===== config.mk =====
export PLATFORM = sky130hd
export DESIGN_NAME = msgpack_item_encoder
export DESIGN_NICKNAME = d
export VERILOG_FILES = /design/src/rtl/msgenc_pkg.sv /design/src/rtl/msgpack_item_encoder.sv
export SDC_FILE = /design/constraint.sdc
export NUM_CORES = 1
export LEC_CHECK = 0
export ABC_CLOCK_PERIOD_IN_PS = 4000
export BUFFER_PORTS_ARGS = -buffer_cell sky130_fd_sc_hd__clkbuf_2
export CORE_MARGIN = 1.5
export CORE_UTILIZATION = 50
export CTS_BUF_LIST = sky130_fd_sc_hd__clkbuf_4
export DETAILED_ROUTE_END_ITERATION = 8
export PLACE_DENSITY = 0.7
export SLEW_MARGIN = 10
export SYNTH_ARGS = -nofsm -noshare
export SYNTH_HDL_FRONTEND = slang
export SYNTH_SLANG_ARGS = --single-unit

===== constraint.sdc =====
create_clock -name clk_i -period 4 [get_ports clk_i]
set_input_delay 0.6 -clock clk_i [delete_from_list [all_inputs] [get_ports clk_i]]
set_output_delay 0.6 -clock clk_i [all_outputs]
set_load 0.01 [all_outputs]

===== src/rtl/msgenc_pkg.sv =====
// ----------------------------------------------------------------------------
// msgenc_pkg
// Shared types and codes of the MessagePack item encoder.
// ----------------------------------------------------------------------------
package msgenc_pkg;

  // item kinds on the input channel
  localparam logic [2:0] OpUint    = 3'd0;
  localparam logic [2:0] OpF32     = 3'd1;
  localparam logic [2:0] OpStrHdr  = 3'd2;
  localparam logic [2:0] OpStrByte = 3'd3;
  localparam logic [2:0] OpArrHdr  = 3'd4;
  localparam logic [2:0] OpMapHdr  = 3'd5;

  // format markers
  localparam logic [7:0] MarkU8    = 8'hcc;
  localparam logic [7:0] MarkU16   = 8'hcd;
  localparam logic [7:0] MarkU32   = 8'hce;
  localparam logic [7:0] MarkU64   = 8'hcf;
  localparam logic [7:0] MarkF32   = 8'hca;
  localparam logic [7:0] MarkStr8  = 8'hd9;
  localparam logic [7:0] MarkStr16 = 8'hda;
  localparam logic [7:0] MarkStr32 = 8'hdb;
  localparam logic [7:0] MarkArr16 = 8'hdc;
  localparam logic [7:0] MarkArr32 = 8'hdd;
  localparam logic [7:0] MarkMap16 = 8'hde;
  localparam logic [7:0] MarkMap32 = 8'hdf;
  localparam logic [7:0] FixStr    = 8'ha0;
  localparam logic [7:0] FixArr    = 8'h90;
  localparam logic [7:0] FixMap    = 8'h80;

  // longest encoding: marker plus eight bytes
  localparam int unsigned MaxBytes = 9;
  localparam int unsigned FrameW   = MaxBytes * 8;
  localparam int unsigned CntW     = $clog2(MaxBytes + 1);

  typedef struct packed {
    logic [2:0]  op;
    logic [63:0] value;
  } in_t;

  typedef struct packed {
    logic [7:0] out_byte;
    logic       last;
  } out_t;

endpackage


===== src/rtl/msgpack_item_encoder.sv =====
// ----------------------------------------------------------------------------
// msgpack_item_encoder
// Encodes one MessagePack element per input transfer into a byte stream.
// ----------------------------------------------------------------------------
//
//  channel  | direction | handshake                 | payload
//  ---------+-----------+---------------------------+---------------------------
//  input    | in        | in_valid_i / in_ready_o   | in_data_i  (op, value)
//  output   | out       | out_valid_o / out_ready_i | out_data_o (out_byte, last)
//
//  an item waits in the input register, then its whole encoding (1 to 9 bytes) is built
//  in one pass and loaded into the frame register
//  one byte leaves per cycle while out_ready_i is high; the next frame loads as the last
//  byte of the current one leaves
//  reset clears the valid flags and the byte count; payload registers keep junk
//  a stalled output holds its byte; one more item waits in the input register
//
module msgpack_item_encoder
  import msgenc_pkg::*;
(
  input  logic clk_i,
  input  logic rst_ni,
  input  logic in_valid_i,
  output logic in_ready_o,
  input  in_t  in_data_i,
  output logic out_valid_o,
  input  logic out_ready_i,
  output out_t out_data_o
);

  // input register
  logic        s1_valid_q, s1_valid_d;
  in_t         s1_data_q;

  // frame register: encoded bytes left aligned, count of bytes still to send
  logic              frame_valid_q, frame_valid_d;
  logic [FrameW-1:0] frame_data_q, frame_data_d;
  logic [CntW-1:0]   frame_cnt_q, frame_cnt_d;

  // encoder result for the item in the input register
  logic [FrameW-1:0] enc_data;
  logic [CntW-1:0]   enc_cnt;

  logic        out_xfer, frame_done, frame_free, s1_adv, in_xfer;
  logic [63:0] val;
  logic [31:0] len;

  assign val = s1_data_q.value;
  assign len = val[31:0];

  // single pass encoder: marker and big-endian body, left aligned
  always_comb begin
    enc_data = '0;
    enc_cnt  = '0;
    unique case (s1_data_q.op)
      OpUint: begin
        priority if (val < 64'h80) begin
          enc_data = {val[7:0], 64'h0};
          enc_cnt  = CntW'(1);
        end else if (val <= 64'hff) begin
          enc_data = {MarkU8, val[7:0], 56'h0};
          enc_cnt  = CntW'(2);
        end else if (val <= 64'hffff) begin
          enc_data = {MarkU16, val[15:0], 48'h0};
          enc_cnt  = CntW'(3);
        end else if (val <= 64'hffff_ffff) begin
          enc_data = {MarkU32, val[31:0], 32'h0};
          enc_cnt  = CntW'(5);
        end else begin
          enc_data = {MarkU64, val};
          enc_cnt  = CntW'(9);
        end
      end
      OpF32: begin
        enc_data = {MarkF32, val[31:0], 32'h0};
        enc_cnt  = CntW'(5);
      end
      OpStrHdr: begin
        priority if (len < 32'd32) begin
          enc_data = {FixStr | {3'b000, len[4:0]}, 64'h0};
          enc_cnt  = CntW'(1);
        end else if (len <= 32'hff) begin
          enc_data = {MarkStr8, len[7:0], 56'h0};
          enc_cnt  = CntW'(2);
        end else if (len <= 32'hffff) begin
          enc_data = {MarkStr16, len[15:0], 48'h0};
          enc_cnt  = CntW'(3);
        end else begin
          enc_data = {MarkStr32, len, 32'h0};
          enc_cnt  = CntW'(5);
        end
      end
      OpStrByte: begin
        enc_data = {val[7:0], 64'h0};
        enc_cnt  = CntW'(1);
      end
      OpArrHdr, OpMapHdr: begin
        priority if (len < 32'd16) begin
          enc_data = {((s1_data_q.op == OpArrHdr) ? FixArr : FixMap) | {4'b0000, len[3:0]},
                      64'h0};
          enc_cnt  = CntW'(1);
        end else if (len <= 32'hffff) begin
          enc_data = {(s1_data_q.op == OpArrHdr) ? MarkArr16 : MarkMap16, len[15:0], 48'h0};
          enc_cnt  = CntW'(3);
        end else begin
          enc_data = {(s1_data_q.op == OpArrHdr) ? MarkArr32 : MarkMap32, len, 32'h0};
          enc_cnt  = CntW'(5);
        end
      end
      default: begin
        // unused kinds encode to nothing and are dropped
        enc_data = '0;
        enc_cnt  = '0;
      end
    endcase
  end

  // handshake
  assign out_xfer   = frame_valid_q & out_ready_i;
  assign frame_done = out_xfer & (frame_cnt_q == CntW'(1));
  assign frame_free = ~frame_valid_q | frame_done;
  assign s1_adv     = s1_valid_q & frame_free;
  assign in_ready_o = ~s1_valid_q | frame_free;
  assign in_xfer    = in_valid_i & in_ready_o;

  always_comb begin
    s1_valid_d = s1_valid_q;
    if (in_xfer) begin
      s1_valid_d = 1'b1;
    end else if (s1_adv) begin
      s1_valid_d = 1'b0;
    end
  end

  always_comb begin
    frame_valid_d = frame_valid_q;
    frame_data_d  = frame_data_q;
    frame_cnt_d   = frame_cnt_q;
    if (s1_adv) begin
      frame_valid_d = (enc_cnt != '0);
      frame_data_d  = enc_data;
      frame_cnt_d   = enc_cnt;
    end else if (out_xfer) begin
      // next byte moves to the top
      frame_valid_d = ~frame_done;
      frame_data_d  = {frame_data_q[FrameW-9:0], 8'h0};
      frame_cnt_d   = frame_cnt_q - CntW'(1);
    end
  end

  always_ff @(posedge clk_i or negedge rst_ni) begin
    if (!rst_ni) begin
      s1_valid_q    <= 1'b0;
      frame_valid_q <= 1'b0;
      frame_cnt_q   <= '0;
    end else begin
      s1_valid_q    <= s1_valid_d;
      frame_valid_q <= frame_valid_d;
      frame_cnt_q   <= frame_cnt_d;
    end
  end

  always_ff @(posedge clk_i) begin
    if (in_xfer) begin
      s1_data_q <= in_data_i;
    end
    frame_data_q <= frame_data_d;
  end

  assign out_valid_o         = frame_valid_q;
  assign out_data_o.out_byte = frame_data_q[FrameW-1 -: 8];
  assign out_data_o.last     = (frame_cnt_q == CntW'(1));

endmodule


==> out/results.tsv <==
stage	metric	value	unit
power	power.share.switching	36.8	%
clocking	htreeDepth	4	
final_layout	drive_gt1_share	23.7	%
final_layout	layout_common_cells	edfxtp_1 (139), nand2_1 (101), clkbuf_2 (81)	
route	wirelength	18800	um
clocking	cts.repair.resized	0	
sta	worst_slew_pin_slew	0.931	ns
power	power_frac_seq	52.9	%
sta	min_period_over_period	68.9	%
synthesis	seq_area_frac_synth	64.4	%
clocking	cts_made_buffers	17	
floorplanning	die_h	119	um
synthesis	synthTopCellsByArea	edfxtp_1 (62%), nand2_1 (5.6%), o21ai_0 (2.9%)	
clocking	cts_tree	done	
sta	fmax	363	MHz
critical_path	end_kind	flop	
synthesis	async_reset_ff_share	4.14	%
power	pwr-share-clk	17.2	%
floorplanning	coreArea	13200	um2
route	drt_iter0_markers	573	
clocking	cts.clk_slew.worst_paths	0.12	ns
sta	tns	0	ns
global_route	grt_pass1_wl	29200	um
clocking	clock-sinks	145	
floorplanning	ios	82	
global_route	antenna_found_initial	2	
route	ant_nets	0	
synthesis	ys_ff_latch	145	
floorplanning	num_rows	42	
global_route	grt_pass1_vias	4973	
synthesis	syn_inst	554	
clocking	cts-root-buf	clkbuf_4	
synthesis	synth_nets	627	
critical_path	required	4.43	ns
route	drc_errors	0	
final_layout	seqCellArea	4320	um2
power	p_leak	0.00270	uW
critical_path	slowest_delay	0.66	ns
global_route	overflow	0	
route	drtPass1Iterations	5	
final_layout	syn2layout_area_growth	12.5	%
final_layout	num-fill-cells	1115	
synthesis	ys_types	61	
synthesis	synth_top_area_cell	edfxtp_1	
synthesis	synth_top_cell_area_share	62.2	%
clocking	clk-insertion-delay-late	0.55	ns
placed_design	dpl.cell_count	789	
placed_design	pre_cts_slack	1.34	ns
power	power_density	678	nW/um2
critical_path	worstPathCellList	nor4_1 -> nand4_1 -> nor2_1 -> nand3_1 -> a2111oi_2 -> a211o_1	
sta	slew_viol_final	0	
synthesis	ys_warn_count	0	
floorplanning	dieArea	14100	um2
clocking	postCtsSetupBuffers	0	
final_layout	nets	706	
floorplanning	start_util	50.9	%
synthesis	yosys_most_used_dff	edfxtp_1	
power	p_int	3240	uW
final_layout	stdcell_count	823	
sta	finalSetupViolations	0	
route	wl_per_cell	22.9	um
synthesis	synth-edff-count	139	
outcome	outcome	complete, no violations	
critical_path	crit_slowest_cell	nor4_1	
synthesis	avgSynthCellArea	12.1	um2
placed_design	dp_hpwl	13400	um
flow_run	cap_violations	0	
sta	skew	0.0210	ns
final_layout	multi_input_area	2160	um2
final_layout	finalInstanceArea	7550	um2
critical_path	crit_fanout	8	
placed_design	numPortBuffers	81	
critical_path	crit_type	reg -> reg	
clocking	clock_path_buffers	2	
sta	finalCriticalPeriod	2.75	ns
global_route	grt_max_degree	81	
power	peakVddDrop	0.344	mV
sta	setup_ws	1.25	ns
placed_design	routabilityCongestion	0.936	
power	combPwrFrac	29.9	%
floorplanning	die_w	119	um
sta	grt_setup_unrepaired	false	
min_path	hold_path.class	in -> reg	
critical_path	cp-start-kind	flop	
global_route	grt.total_usage	27.9	%
critical_path	cp_data_arrival_time	3.18	ns
route	drt-vias-per-instance	6.22	
power	power.switching	1880	uW
placed_design	dpl-instance-area	7280	um2
final_layout	final_common_cell	edfxtp_1	
sta	finalHoldViolCount	0	
synthesis	synthesis.area	6720	um2
sta	slew_headroom	37.8	%
route	vias	5121	
[area by class of cell]
class | instances | share of cell area, %
clock buffer | 18 | 1.79
antenna | 1 | 0.0331
tap | 176 | 2.91
timing repair buffer | 98 | 7.09
inverter | 13 | 0.646
clock inverter | 14 | 1.72
multi-input combinational | 358 | 28.6
sequential | 145 | 57.2
[synthesized netlist by cell type, drive strengths merged (3+ instances only)]
library cell / n
a2111oi: 3
a211o: 4
a21o: 3
a21oi: 26
a221oi: 3
a22oi: 15
a31oi: 7
a32o: 4
a32oi: 6
and2: 8
and4: 3
buf: 20
clkbuf: 18
dfrtp: 6
edfxtp: 139
inv: 13
nand2: 104
nand2b: 5
nand3: 10
nand4: 6
nor2: 17
nor3: 11
nor4: 17
o211ai: 19
o21ai: 51
o221ai: 3
o31ai: 10
[flip-flops by register name, summed over array words and instances (netlist names)]
register and cells:
frame_data_q 72, val 64, frame_cnt_q 4, s1_data_q 3
out_valid_o 1, s1_valid_q 1
[critical path, delay by kind of cell, from the launching register on]
| family | cells | cell delay, ns |
|---|---|---|
| AOI/OAI and AO/OA | 2 | 0.55 |
| and+or+nand+nor | 4 | 1.62 |
| DFF | 1 | 0.46 |
[power groups by stage]
stage | registers, uW | logic [uW] | clock network [uW]
after floorplan | 2630 | 1090 | 0
after global placement | 2730 | 1490 | 0
after detailed placement | 2740 | 1520 | 0
after CTS | 2700 | 1520 | 903
after global routing | 2750 | 1690 | 952
final | 2710 | 1530 | 880
[path summary, 6_finish.rpt]
path | start | to | slack, ns | cells past startpoint
min in group asynchronous | rst_ni | frame_cnt_q[2] | 0.38 | 2
max in group asynchronous | rst_ni | s1_valid_q | 3.47 | 2
min | in_data_i[34] | val[34] | 0.22 | 1
max | val[45] | frame_data_q[69] | 1.25 | 6
min reg2reg | frame_data_q[16] | frame_data_q[24] | 0.54 | 2
max reg2reg | val[45] | frame_data_q[69] | 1.25 | 6
[per-layer routing]
| metal | routed length (um) | global-route usage [%] | vias up | share of wire, % |
|---|---|---|---|---|
| li1 | - | - | 2295 | - |
| met1 | 7770 | 38.1 | 2482 | 41 |
| met2 | 8760 | 43.6 | 292 | 46 |
| met3 | 1610 | 5.99 | 52 | 8.6 |
| met4 | 702 | 12.2 | 0 | 3.7 |
| met5 | 0 | 0 | - | 0 |
[stage by stage]
stage	total power [uW]	util, %	hold slack [ns]
2_1_floorplan	3720	-	0.304
3_3_place_gp	4210	55.2	0.431
3_5_place_dp	4260	55.2	0.435
4_1_cts	5130	57.3	0.170
5_1_grt	5400	57.3	0.177
6_report	5120	57.3	0.216
[cells by family after synthesis]
kind of cell	count (synthesis)	synth area share, %
compound gates	167	16.7
fa+ha+maj	2	0.373
mux	2	0.298
simple gates	187	14.7
flops	145	64.4
buf+inv	51	3.58
[what timing repair did]
item	in CTS	in global routing
hold buffers	1	0
endpoints found under the hold margin	6	0
endpoints found under the setup margin	0	0
Note: power is estimated with default switching activity, not from simulation.
